===== src/wcf_pkg.sv =====
// wcf_pkg: grid geometry, word position tables and command type of the word clock encoder
// shared by the interfaces, front, queue and back; depends on nothing
package wcf_pkg;

  localparam int ROWS = 14;
  localparam int COLS = 16;
  localparam int ROW_W = $clog2(ROWS);
  localparam int HOUR_W = 5;
  localparam int MINUTE_W = 6;
  localparam int QUEUE_DEPTH_DEF = 2;

  localparam logic [ROW_W-1:0] LAST_ROW = ROW_W'(ROWS - 1);

  typedef struct packed {
    logic [3:0] r;
    logic [3:0] c;
    logic [3:0] n;
  } word_pos_t;

  // fixed words, one flag each in the command
  localparam int FW_THE = 0;
  localparam int FW_TIME = 1;
  localparam int FW_IS = 2;
  localparam int FW_HALF = 3;
  localparam int FW_A = 4;
  localparam int FW_MIN = 5;
  localparam int FW_S = 6;
  localparam int FW_PAST = 7;
  localparam int FW_TO = 8;
  localparam int FW_ON_HOUR = 9;
  localparam int FW_IN = 10;
  localparam int FW_AT = 11;
  localparam int FW_NIGHT = 12;
  localparam int FW_THE2 = 13;
  localparam int FW_AM = 14;
  localparam int FW_EVE = 15;
  localparam int FW_AFTERN = 16;
  localparam int NUM_FIXED = 17;

  localparam logic [4:0] NUM_TWENTY = 5'd19;
  localparam logic [3:0] HOUR_TWELVE = 4'd11;

  typedef struct packed {
    logic                 invalid;
    logic [NUM_FIXED-1:0] fixed;
    logic                 num_a_en;
    logic [4:0]           num_a;
    logic                 num_b_en;
    logic [4:0]           num_b;
    logic                 hour_en;
    logic [3:0]           hour_idx;
  } wcf_cmd_t;

  function automatic word_pos_t wp(input int r, input int c, input int n);
    word_pos_t w;
    w.r = 4'(r);
    w.c = 4'(c);
    w.n = 4'(n);
    return w;
  endfunction

  function automatic word_pos_t fixed_word(input int idx);
    word_pos_t w;
    case (idx)
      FW_THE:     w = wp(0, 0, 3);
      FW_TIME:    w = wp(0, 4, 4);
      FW_IS:      w = wp(0, 9, 2);
      FW_HALF:    w = wp(0, 12, 4);
      FW_A:       w = wp(0, 13, 1);
      FW_MIN:     w = wp(7, 0, 6);
      FW_S:       w = wp(7, 6, 1);
      FW_PAST:    w = wp(7, 8, 4);
      FW_TO:      w = wp(7, 11, 2);
      FW_ON_HOUR: w = wp(11, 0, 6);
      FW_IN:      w = wp(11, 7, 2);
      FW_AT:      w = wp(11, 9, 2);
      FW_NIGHT:   w = wp(12, 0, 5);
      FW_THE2:    w = wp(12, 4, 3);
      FW_AM:      w = wp(12, 8, 7);
      FW_EVE:     w = wp(13, 0, 7);
      default:    w = wp(13, 7, 9);
    endcase
    return w;
  endfunction

  // one..twenty, entry 14 is quarter
  function automatic word_pos_t num_word(input logic [4:0] idx);
    word_pos_t w;
    case (idx)
      5'd0:    w = wp(2, 12, 3);
      5'd1:    w = wp(2, 10, 3);
      5'd2:    w = wp(6, 11, 5);
      5'd3:    w = wp(5, 0, 4);
      5'd4:    w = wp(3, 8, 4);
      5'd5:    w = wp(2, 3, 3);
      5'd6:    w = wp(4, 0, 5);
      5'd7:    w = wp(3, 0, 5);
      5'd8:    w = wp(4, 8, 4);
      5'd9:    w = wp(2, 0, 3);
      5'd10:   w = wp(6, 5, 6);
      5'd11:   w = wp(6, 0, 6);
      5'd12:   w = wp(5, 8, 8);
      5'd13:   w = wp(5, 0, 8);
      5'd14:   w = wp(1, 0, 7);
      5'd15:   w = wp(2, 3, 7);
      5'd16:   w = wp(4, 0, 9);
      5'd17:   w = wp(3, 0, 8);
      5'd18:   w = wp(4, 8, 8);
      5'd19:   w = wp(1, 7, 6);
      default: w = wp(0, 0, 0);
    endcase
    return w;
  endfunction

  function automatic word_pos_t hour_word(input logic [3:0] idx);
    word_pos_t w;
    case (idx)
      4'd0:    w = wp(8, 2, 3);
      4'd1:    w = wp(8, 0, 3);
      4'd2:    w = wp(9, 5, 5);
      4'd3:    w = wp(10, 0, 4);
      4'd4:    w = wp(10, 5, 4);
      4'd5:    w = wp(8, 13, 3);
      4'd6:    w = wp(9, 0, 5);
      4'd7:    w = wp(10, 8, 5);
      4'd8:    w = wp(8, 9, 4);
      4'd9:    w = wp(10, 12, 3);
      4'd10:   w = wp(8, 4, 6);
      4'd11:   w = wp(9, 10, 6);
      default: w = wp(0, 0, 0);
    endcase
    return w;
  endfunction

  function automatic logic [COLS-1:0] word_mask(input word_pos_t w, input logic [ROW_W-1:0] row);
    logic [31:0] t;
    t = ((32'd1 << w.n) - 32'd1) << w.c;
    if (w.r == row) begin
      return t[COLS-1:0];
    end
    return '0;
  endfunction

  function automatic logic [COLS-1:0] row_lamps_of(input wcf_cmd_t cmd,
                                                   input logic [ROW_W-1:0] row);
    logic [COLS-1:0] acc;
    acc = '0;
    for (int i = 0; i < NUM_FIXED; i++) begin
      if (cmd.fixed[i]) begin
        acc = acc | word_mask(fixed_word(i), row);
      end
    end
    if (cmd.num_a_en) begin
      acc = acc | word_mask(num_word(cmd.num_a), row);
    end
    if (cmd.num_b_en) begin
      acc = acc | word_mask(num_word(cmd.num_b), row);
    end
    if (cmd.hour_en) begin
      acc = acc | word_mask(hour_word(cmd.hour_idx), row);
    end
    return acc;
  endfunction

endpackage


===== src/wcf_if.sv =====
// wcf_in_if and wcf_out_if: valid/ready channels for times in and lamp rows out
// depends on wcf_pkg for field widths
interface wcf_in_if;
  import wcf_pkg::*;
  logic                valid;
  logic                ready;
  logic [HOUR_W-1:0]   hour;
  logic [MINUTE_W-1:0] minute;
  modport source (output valid, output hour, output minute, input ready);
  modport sink (input valid, input hour, input minute, output ready);
endinterface

interface wcf_out_if;
  import wcf_pkg::*;
  logic             valid;
  logic             ready;
  logic [ROW_W-1:0] row_index;
  logic [COLS-1:0]  row_lamps;
  logic             last_row;
  logic             time_invalid;
  modport source (output valid, output row_index, output row_lamps, output last_row,
                  output time_invalid, input ready);
  modport sink (input valid, input row_index, input row_lamps, input last_row,
                input time_invalid, output ready);
endinterface


===== src/word_clock_frame_encoder_unit.sv =====
// word_clock_frame_encoder_unit: time of day in, fourteen lamp rows of the letter grid out
// the time beat is written into the queue, then the back loads its first row into the output register
// throughput: one row per cycle while the sink is ready, set by the single row walker in the back
// the front keeps taking times while the back works, up to the queue depth
// reset: synchronous, active high; clears queue pointers, row counter and output valid
// depends on wcf_pkg, wcf_if, wcf_front, wcf_queue, wcf_back
module word_clock_frame_encoder_unit #(
  parameter int QUEUE_DEPTH = wcf_pkg::QUEUE_DEPTH_DEF
) (
  input  logic       clk,
  input  logic       rst,
  wcf_in_if.sink     in_ch,
  wcf_out_if.source  out_ch
);
  import wcf_pkg::*;

  wcf_cmd_t front_cmd;
  wcf_cmd_t head;
  logic     push;
  logic     pop;
  logic     q_full;
  logic     head_valid;

  wcf_front u_front (
    .in_ch  (in_ch),
    .q_full (q_full),
    .push   (push),
    .cmd    (front_cmd)
  );

  wcf_queue #(
    .DEPTH (QUEUE_DEPTH)
  ) u_queue (
    .clk        (clk),
    .rst        (rst),
    .push       (push),
    .push_data  (front_cmd),
    .pop        (pop),
    .full       (q_full),
    .head_valid (head_valid),
    .head       (head)
  );

  wcf_back u_back (
    .clk        (clk),
    .rst        (rst),
    .head_valid (head_valid),
    .head       (head),
    .pop        (pop),
    .out_ch     (out_ch)
  );

`ifndef SYNTHESIS
  // an accepted time always has a row beat on offer once the back has been able to load it
  a_accept_gives_row: assert property (@(posedge clk) disable iff (rst)
    (in_ch.valid && in_ch.ready) |-> ##2 out_ch.valid)
    else $error("no row beat after an accepted time");

  // rows of one frame follow each other with no gap
  a_rows_in_order: assert property (@(posedge clk) disable iff (rst)
    (out_ch.valid && out_ch.ready && !out_ch.last_row) |=>
      (out_ch.valid && out_ch.row_index == ROW_W'($past(out_ch.row_index) + 1'b1)))
    else $error("row sequence broken inside a frame");

  // invalid times give dark rows
  a_invalid_dark: assert property (@(posedge clk) disable iff (rst)
    (out_ch.valid && out_ch.time_invalid) |-> (out_ch.row_lamps == '0))
    else $error("lamps lit for an invalid time");
`endif

endmodule


===== src/wcf_front.sv =====
// wcf_front: accepts a time beat and classifies it into the set of words to light
// depends on wcf_pkg and wcf_in_if; feeds wcf_queue
module wcf_front (
  wcf_in_if.sink          in_ch,
  input  logic            q_full,
  output logic            push,
  output wcf_pkg::wcf_cmd_t cmd
);
  import wcf_pkg::*;

  logic [HOUR_W-1:0]   h;
  logic [MINUTE_W-1:0] m;
  logic [HOUR_W-1:0]   h2;
  logic                bad;
  logic                to_side;
  logic                five_mult;

  assign in_ch.ready = !q_full;
  assign push = in_ch.valid && !q_full;

  always_comb begin
    h = in_ch.hour;
    m = in_ch.minute;
    bad = (h > 5'd23) || (m > 6'd59);
    to_side = (m > 6'd30);
    five_mult = (m == 6'd5) || (m == 6'd10) || (m == 6'd15) || (m == 6'd20) ||
                (m == 6'd25) || (m == 6'd30) || (m == 6'd35) || (m == 6'd40) ||
                (m == 6'd45) || (m == 6'd50) || (m == 6'd55);
    h2 = to_side ? HOUR_W'(h + 5'd1) : h;
    cmd = '0;
    cmd.invalid = bad;
    if (!bad) begin
      cmd.fixed[FW_THE] = 1'b1;
      cmd.fixed[FW_TIME] = 1'b1;
      cmd.fixed[FW_IS] = 1'b1;
      if (m == 6'd0 && h == 5'd0) begin
        // midnight
        cmd.hour_en = 1'b1;
        cmd.hour_idx = HOUR_TWELVE;
        cmd.fixed[FW_ON_HOUR] = 1'b1;
        cmd.fixed[FW_AT] = 1'b1;
        cmd.fixed[FW_NIGHT] = 1'b1;
      end else if (m == 6'd0 && h == 5'd12) begin
        // noon
        cmd.hour_en = 1'b1;
        cmd.hour_idx = HOUR_TWELVE;
        cmd.fixed[FW_ON_HOUR] = 1'b1;
        cmd.fixed[FW_IN] = 1'b1;
        cmd.fixed[FW_THE2] = 1'b1;
        cmd.fixed[FW_AFTERN] = 1'b1;
      end else begin
        if (m == 6'd0) begin
          cmd.fixed[FW_ON_HOUR] = 1'b1;
        end else begin
          if (m <= 6'd20) begin
            cmd.num_a_en = 1'b1;
            cmd.num_a = 5'(m - 6'd1);
          end else if (m < 6'd30) begin
            cmd.num_a_en = 1'b1;
            cmd.num_a = NUM_TWENTY;
            cmd.num_b_en = 1'b1;
            cmd.num_b = 5'(m - 6'd21);
          end else if (m == 6'd30) begin
            cmd.fixed[FW_HALF] = 1'b1;
          end else if (m < 6'd40) begin
            cmd.num_a_en = 1'b1;
            cmd.num_a = NUM_TWENTY;
            cmd.num_b_en = 1'b1;
            cmd.num_b = 5'(6'd39 - m);
          end else begin
            cmd.num_a_en = 1'b1;
            cmd.num_a = 5'(6'd59 - m);
          end
          cmd.fixed[FW_PAST] = !to_side;
          cmd.fixed[FW_TO] = to_side;
        end

        cmd.hour_en = 1'b1;
        if (h2 == 5'd0 || h2 == 5'd24) begin
          cmd.hour_idx = HOUR_TWELVE;
        end else if (h2 <= 5'd12) begin
          cmd.hour_idx = 4'(h2 - 5'd1);
        end else begin
          cmd.hour_idx = 4'(h2 - 5'd13);
        end

        if (m == 6'd1 || m == 6'd59) begin
          cmd.fixed[FW_MIN] = 1'b1;
        end else if (m > 6'd1 && m < 6'd59 && !five_mult) begin
          cmd.fixed[FW_MIN] = 1'b1;
          cmd.fixed[FW_S] = 1'b1;
        end

        // time of day follows the hour as given, not the advanced one
        if (h < 5'd1 || h >= 5'd21) begin
          cmd.fixed[FW_AT] = 1'b1;
          cmd.fixed[FW_NIGHT] = 1'b1;
        end else begin
          cmd.fixed[FW_IN] = 1'b1;
          cmd.fixed[FW_THE2] = 1'b1;
          if (h < 5'd12) begin
            cmd.fixed[FW_AM] = 1'b1;
          end else if (h < 5'd18) begin
            cmd.fixed[FW_AFTERN] = 1'b1;
          end else begin
            cmd.fixed[FW_EVE] = 1'b1;
          end
        end

        if (m == 6'd15 || m == 6'd45) begin
          cmd.fixed[FW_A] = 1'b1;
        end
      end
    end
  end

endmodule


===== src/wcf_queue.sv =====
// wcf_queue: short command queue between the front and the back
// depends on wcf_pkg for the command type
module wcf_queue #(
  parameter int DEPTH = wcf_pkg::QUEUE_DEPTH_DEF
) (
  input  logic              clk,
  input  logic              rst,
  input  logic              push,
  input  wcf_pkg::wcf_cmd_t push_data,
  input  logic              pop,
  output logic              full,
  output logic              head_valid,
  output wcf_pkg::wcf_cmd_t head
);
  import wcf_pkg::*;

  localparam int PTR_W = $clog2(DEPTH);
  localparam int CNT_W = $clog2(DEPTH + 1);
  localparam logic [PTR_W-1:0] PTR_LAST = PTR_W'(DEPTH - 1);
  localparam logic [CNT_W-1:0] CNT_FULL = CNT_W'(DEPTH);

  wcf_cmd_t         entries [DEPTH];
  logic [PTR_W-1:0] wr_ptr;
  logic [PTR_W-1:0] rd_ptr;
  logic [CNT_W-1:0] count;
  logic [CNT_W-1:0] count_next;

  assign full = (count == CNT_FULL);
  assign head_valid = (count != '0);
  assign head = entries[rd_ptr];

  always_comb begin
    count_next = count;
    if (push && !pop) begin
      count_next = CNT_W'(count + 1'b1);
    end else if (pop && !push) begin
      count_next = CNT_W'(count - 1'b1);
    end
  end

  always_ff @(posedge clk) begin
    if (rst) begin
      wr_ptr <= '0;
      rd_ptr <= '0;
      count <= '0;
    end else begin
      count <= count_next;
      if (push) begin
        wr_ptr <= (wr_ptr == PTR_LAST) ? '0 : PTR_W'(wr_ptr + 1'b1);
      end
      if (pop) begin
        rd_ptr <= (rd_ptr == PTR_LAST) ? '0 : PTR_W'(rd_ptr + 1'b1);
      end
    end
  end

  always_ff @(posedge clk) begin
    if (push) begin
      entries[wr_ptr] <= push_data;
    end
  end

endmodule


===== src/wcf_back.sv =====
// wcf_back: walks the grid rows of the head command, one row beat per cycle while the sink takes them
// depends on wcf_pkg and wcf_out_if; pops wcf_queue as it loads the last row
module wcf_back (
  input  logic              clk,
  input  logic              rst,
  input  logic              head_valid,
  input  wcf_pkg::wcf_cmd_t head,
  output logic              pop,
  wcf_out_if.source         out_ch
);
  import wcf_pkg::*;

  logic [ROW_W-1:0] row;
  logic             load;

  // output register may refill in the same cycle its beat is taken
  assign load = head_valid && (!out_ch.valid || out_ch.ready);
  assign pop = load && (row == LAST_ROW);

  always_ff @(posedge clk) begin
    if (rst) begin
      out_ch.valid <= 1'b0;
      row <= '0;
    end else begin
      if (load) begin
        out_ch.valid <= 1'b1;
        row <= (row == LAST_ROW) ? '0 : ROW_W'(row + 1'b1);
      end else if (out_ch.ready) begin
        out_ch.valid <= 1'b0;
      end
    end
  end

  always_ff @(posedge clk) begin
    if (load) begin
      out_ch.row_index <= row;
      out_ch.row_lamps <= row_lamps_of(head, row);
      out_ch.last_row <= (row == LAST_ROW);
      out_ch.time_invalid <= head.invalid;
    end
  end

endmodule


===== src/flat_wrapper.sv =====
// flat-port wrapper written by rule: the top's interface ports become plain ports
module word_clock_frame_encoder_unit_flat import wcf_pkg::*;
#(
  parameter int QUEUE_DEPTH = wcf_pkg::QUEUE_DEPTH_DEF
)
  (clk, rst, in_ch_valid, in_ch_hour, in_ch_minute, in_ch_ready, out_ch_valid, out_ch_row_index, out_ch_row_lamps, out_ch_last_row, out_ch_time_invalid, out_ch_ready);
  wcf_in_if in_ch_i ();
  wcf_out_if out_ch_i ();
  input  logic clk;
  input  logic rst;
  input wire logic [$bits(in_ch_i.valid)-1:0] in_ch_valid;
  input wire logic [$bits(in_ch_i.hour)-1:0] in_ch_hour;
  input wire logic [$bits(in_ch_i.minute)-1:0] in_ch_minute;
  output wire logic [$bits(in_ch_i.ready)-1:0] in_ch_ready;
  output wire logic [$bits(out_ch_i.valid)-1:0] out_ch_valid;
  output wire logic [$bits(out_ch_i.row_index)-1:0] out_ch_row_index;
  output wire logic [$bits(out_ch_i.row_lamps)-1:0] out_ch_row_lamps;
  output wire logic [$bits(out_ch_i.last_row)-1:0] out_ch_last_row;
  output wire logic [$bits(out_ch_i.time_invalid)-1:0] out_ch_time_invalid;
  input wire logic [$bits(out_ch_i.ready)-1:0] out_ch_ready;
  assign in_ch_i.valid = in_ch_valid;
  assign in_ch_i.hour = in_ch_hour;
  assign in_ch_i.minute = in_ch_minute;
  assign in_ch_ready = in_ch_i.ready;
  assign out_ch_valid = out_ch_i.valid;
  assign out_ch_row_index = out_ch_i.row_index;
  assign out_ch_row_lamps = out_ch_i.row_lamps;
  assign out_ch_last_row = out_ch_i.last_row;
  assign out_ch_time_invalid = out_ch_i.time_invalid;
  assign out_ch_i.ready = out_ch_ready;
  word_clock_frame_encoder_unit #(.QUEUE_DEPTH(QUEUE_DEPTH)) u_core (.clk(clk), .rst(rst), .in_ch(in_ch_i), .out_ch(out_ch_i));
endmodule

===== config.mk =====
export PLATFORM = sky130hd
export DESIGN_NAME = word_clock_frame_encoder_unit_flat
export DESIGN_NICKNAME = d
export VERILOG_FILES = /design/src/wcf_pkg.sv /design/src/wcf_if.sv /design/src/word_clock_frame_encoder_unit.sv /design/src/wcf_front.sv /design/src/wcf_queue.sv /design/src/wcf_back.sv /design/src/flat_wrapper.sv
export SDC_FILE = /design/constraint.sdc
export NUM_CORES = 1
export LEC_CHECK = 0
export ABC_AREA = 1
export CAP_MARGIN = 20
export CORE_ASPECT_RATIO = 0.9
export CORE_UTILIZATION = 25
export DETAILED_ROUTE_END_ITERATION = 7
export DONT_BUFFER_PORTS = 1
export GPL_TIMING_DRIVEN = 0
export PLACE_DENSITY = 0.43
export SYNTH_ARGS = -nofsm -noshare
export SYNTH_HDL_FRONTEND = slang
export SYNTH_HIERARCHICAL = 1
export SYNTH_SLANG_ARGS = --single-unit

===== constraint.sdc =====
create_clock -name clk -period 4.4 [get_ports clk]
set_input_delay 0.88 -clock clk [delete_from_list [all_inputs] [get_ports clk]]
set_output_delay 0.88 -clock clk [all_outputs]
set_load 0.02 [all_outputs]

## Word level (Yosys, flattened, before mapping)

Memory sizes are Yosys's and may differ from the RTL's. A register that Yosys moved wholly into a read port is not among the register bits.
Cells that the tools add are included.

- $add $sub $neg: 32
- $lt $le $gt $ge: 13
- Eq/ne operators: 37
- Shift operators: 40
- Mux-type cells: 271
- Bitwise operators: 19
- Reduce and logical (&&, ||, !) cells: 37

Operator list:

| operator | count |
|---|---|
| $mux 16 | 117 |
| $shl 1x4->32 const A | 20 |
| $shl 32x4->16 | 20 |
| $sub 32x1->32 const B | 20 |
| $mux 12 | 45 |
| $or 16x16->16 | 19 |
| $mux 1 | 84 |
| $eq 4x4->1 | 20 |
| $eq 6x6->1 const B | 6 |
| $mux 34 | 1 |
| $mux 6 | 5 |
| $mux 4 | 7 |
| $mux 2 | 10 |
| $eq 6x5->1 const B | 3 |
| $logic_or 1x1->1 | 16 |
| $eq 6x4->1 const B | 2 |
| $lt 6x6->1 const B | 2 |
| $logic_not 5->1 | 2 |
| $mux 5 | 2 |
| $logic_and 1x1->1 | 9 |
| $eq 6x1->1 const B | 1 |
| $eq 6x3->1 const B | 1 |
| $gt 6x1->1 const B | 1 |
| $gt 6x5->1 const B | 1 |
| 27 further kinds | 35 |

- Flip-flop bits (word level): 31
- RAM bits: 70
- Bits in read-only memories: 864
- Bits of input ports: 15
- Memories: 4

Memories:

| memory | words | width | rd ports | clocked after memory_dff | write ports | line | RTL |
|---|---|---|---|---|---|---|---|
| (no name shown) | 32 | 11 | 1 | 0 | 0 | wcf_pkg.sv:89 | `case (idx)` |
| (no name shown) | 32 | 11 | 1 | 0 | 0 | wcf_pkg.sv:89 |  |
| (no name shown) | 16 | 10 | 1 | 0 | 0 | wcf_pkg.sv:117 | `case (idx)` |
| u_core.u_queue.entries | 2 | 35 | 1 | 1 | 1 | wcf_queue.sv:22 | `wcf_cmd_t entries [DEPTH];` |

## Depth between registers and ports, before layout

- Depth after elaboration: 67
- Mapped depth: 25
- Gate-level depth less buffers: 23

## Cells and area by module

The synthesis kept the hierarchy.

Modules (own cells, without submodules):

| module | times used | cells each | area an instance (um^2) |
|---|---|---|---|
| wcf_back | 1 | 772 | 4403.0 |
| wcf_queue | 1 | 142 | 2906.5 |
| wcf_front | 1 | 234 | 1311.3 |

## Least setup slack after synthesis

OpenSTA, ideal clock, no wires.

- Path kind: register to register
- Start point: register with a tool-made name
- End point: register u_core.u_back.out_ch.row_lamps[8], data pin
- Library setup time: 0.262 ns
- Arrival time: 2.863 ns
- Data required time: 4.138 ns
- Setup slack: 1.275 ns
- Stages on the path, launching flop included: 26
- Path buffers: 2
- Period minus slack after synthesis: 3.125 ns
- Cells stage by stage: dfxtp_1 > buf_6 > buf_12 > mux2_4 > inv_1 > ha_1 > inv_1 > nand2_1 > nand3_1 > nand2_1 > nand2_1 > nand2_1 > nand3_1 > nor2_1 > inv_1 > ha_1 > inv_1 > nor2_2 > nand2_1 > nand3_1 > nand3_1 > nand2_1 > a21oi_1 > nand2_1 > nand2_1 > nand3_1

RTL lines:

| what | line | RTL |
|---|---|---|
| end signal: assignment | wcf_back.sv:37 | `out_ch.row_lamps <= row_lamps_of(head, row);` |
| end: declaration | wcf_if.sv:21 | `modport source (output valid, output row_index, output row_lamps, output last_row,` |

==> flow_metrics.tcl <==
set metrics [dict create \
    yosysSeqAreaShare 0.344 \
    critical_path.startpoint_type "flop" \
    grt_first_pass_wirelength_um 37500 \
    final_period_minus_worst_setup_slack_ns 3.84 \
    vdd_ir_drop_max_mv 0.214 \
    grt_setup_unrepaired "no" \
    starting_density 0.254 \
    total_power_mw 3.40 \
    synth_largest_area_cell "edfxtp_1" \
    synthesis.nets 1202 \
    tritoncts.num_buffers 9 \
    timing_worst_slew_pin_value_ns 0.997 \
    dpl.hpwl_um 18300 \
    postCtsHoldBufs 0 \
    route.detailed.drc 0 \
    vias_in_the_first_global_route 7130 \
    die_width_um 198 \
    core_um2 34000 \
    place.detailed.instances 1611 \
    post_synth_instance_area_um2 8620 \
    synthesis.instances 1148 \
    clk_pin_slew_ns 0.07 \
    critical_path_arrival_ns 4.05 \
    nets_final 1214 \
    synth_enable_flop_cells 92 \
    cts_resized 0 \
    setup_repair_bufs_after_cts 0 \
    slew_headroom 0.335 \
    setup.worst_path.class "reg -> reg" \
    ys_seq_elements 102 \
    fraction_of_layout_cells_with_a_size_suffix_above_1 0.122 \
    post_drt_via_cell_ratio 4.68 \
    die-area_um2 35200 \
    yosysTopAreaCellShare 0.320 \
    detailedRoute.firstPassIterationCount 5 \
    cts_root_buf "clkbuf_16" \
    final_common_cell "nand2_1" \
    track_usage 0.134 \
    port_buffers 0 \
    worstHoldStart "u_core/u_back/row[1]$_SDFFE_PP0P_" \
    finClkSkew_ns 0.00914 \
    postRouteWirelength_um 23000 \
    finalSetupTns_ns 0 \
    yosys_warnings 6 \
    fill_cells 3752 \
    maximum_number_of_pins_on_one_net_before_global_route_repair 37 \
    layout_common_cells "nand2_1 (312), nand3_1 (176), inv_1 (107), edfxtp_1 (92), nor2_1 (79)" \
    htreeDepth 3 \
    final-instance-count-excl-fill 1627 \
    crit_fanout 10 \
    drv.max_cap_violation_count 0 \
    place_congestion 0.833 \
    run_status "completed" \
    final-max-slew-violation-count 0 \
    min_path_type "reg -> reg" \
    cts_max_path_buffers 2 \
    antenna_found_initial 0 \
    dr.first_iter.drc_count 504 \
    setup_viol 0 \
    grt_overflow 0 \
    postLayoutCellArea_um2 9520 \
    dr_total_vias 7612 \
    cp_data_required_time_ns 4.61 \
    post-route-util 0.280 \
    insertion_delay_ns 0.35 \
    clock_sinks 102 \
    synth.avg_cell_area_um2 7.51 \
    cts_tree "built" \
    internal_reg_to_reg_setup_slack_ns 0.56 \
    insertedDiodeCount 0 \
    top_level_ports 39 \
    final_min_period_over_clock_period 0.872 \
    fraction_of_registers_with_async_set_reset 0 \
    core.rowCount 64 \
    p_leak_nw 4.16 \
    synthToLayoutAreaGrowth_pct 10.4 \
    dominantRegCellSynth "edfxtp_1" \
    finalHoldViolCount 0 \
    drt.antenna.violating_nets 0 \
    synth_cell_type_count 61 \
    placement.cell_area_um2 9230 \
    power_per_cell_area_nw_per_um2 357 \
    synth_top_cells_by_area "edfxtp_1 (32%), nand2_1 (14%), nand3_1 (10%), ha_1 (5.7%), mux2_4 (5.2%)" \
    fmax_mhz 261 \
    chipHeight_um 178 \
    routed_wire_length_per_instance_um 14.2 \
    critical_path.endpoint_type "flop" \
]
cell type report:
class                      instances  area, um^2  area share
multi-input combinational        881        4900       0.514
clock inverter                     7        67.6     0.00710
sequential                       102        2960       0.311
timing repair buffer               1        20.0     0.00210
inverter                         124         467      0.0490
tap                              462         578      0.0607
buffer                            41         302      0.0317
clock buffer                       9         225      0.0237
power breakdown:
part | total, mW | internal (mW) | switching [mW]
clock | 0.788 | 0.397 | 0.391
combinational | 1.34 | 0.427 | 0.911
sequential | 1.27 | 1.19 | 0.0776
sequential cells by signal (all words and copies together) (netlist names), named ones only:
signal,cells
u_core/u_back/out_ch.last_row,1
u_core/u_back/out_ch.row_index,4
u_core/u_back/out_ch.row_lamps,16
u_core/u_back/out_ch.time_invalid,1
u_core/u_back/out_ch.valid,1
u_core/u_back/row,4
u_core/u_queue/count,2
u_core/u_queue/entries,70
u_core/u_queue/rd_ptr,1
u_core/u_queue/wr_ptr,1
Yosys cell counts, drive strengths merged (2+ instances only):
cell type,n
o21a,3
nand3b,3
mux2,35
a31oi,4
nand3,181
o22ai,3
nor2,88
a211oi,5
nor3,11
a21oi,61
clkbuf,11
o211ai,13
or2,5
edfxtp,92
ha,39
clkinv,4
inv,120
nand4,21
nor4,5
xnor2,2
a32oi,2
o21ai,52
nand2,325
xor2,6
o31ai,2
conb,2
a2111oi,3
dfxtp,10
buf,30
cell families after synthesis:
| kind of cell | count (synthesis) | share of synthesized area |
|---|---|---|
| AND/OR/NAND/NOR | 641 | 0.331 |
| buffers and inverters | 165 | 0.0891 |
| AO/OA/AOI/OAI | 156 | 0.111 |
| flip-flops | 102 | 0.344 |
| adder cells (fa/ha/maj) | 39 | 0.0566 |
| multiplexers | 35 | 0.0588 |
| XOR/XNOR | 8 | 0.00813 |
| other | 2 | 0.000871 |
per-stage QoR:
stage               setup slack, ns  hold WS (ns)
floorplan                      1.27         0.403
global placement              0.295         0.417
detailed placement            0.562         0.417
CTS                           0.559         0.442
global route                  0.167         0.455
finish                        0.563         0.440
worst max-delay path, stage by stage, from the launching register on:
cell and delay, ns:
dfxtp_1 0.33, buf_6 0.17, buf_12 0.16, mux2_4 0.31, buf_4 0.17, inv_2 0.15, nand2_1 0.18, nand3b_1 0.13
nand3_1 0.16, nand2_2 0.19, nand3_1 0.12, nor2_1 0.22, inv_1 0.11, ha_1 0.22, inv_1 0.11, nand4_1 0.14
nand3_1 0.15, nand3_1 0.09, o21ai_1 0.17, nand2_1 0.11, nand3_1 0.10, nand3_1 0.11, nand3_1 0.10
worst paths after layout:
path / end / cells after the start
setup / recovery: u_core/u_back/out_ch.row_lamps[15]$_DFFE_PP_ / 22
hold / removal: u_core/u_back/out_ch.row_index[1]$_DFFE_PP_ / 0
setup reg to reg: u_core/u_back/out_ch.row_lamps[15]$_DFFE_PP_ / 22
hold reg to reg: u_core/u_back/out_ch.row_index[1]$_DFFE_PP_ / 0
layer usage:
layer,part of all wire,GRT usage,vias up
met5,0,0,-
met1,0.51,0.192,3508
met4,0.011,0.0287,0
met2,0.44,0.215,159
met3,0.036,0.0155,15
li1,-,-,3930
(Power assumes the default switching activity.)
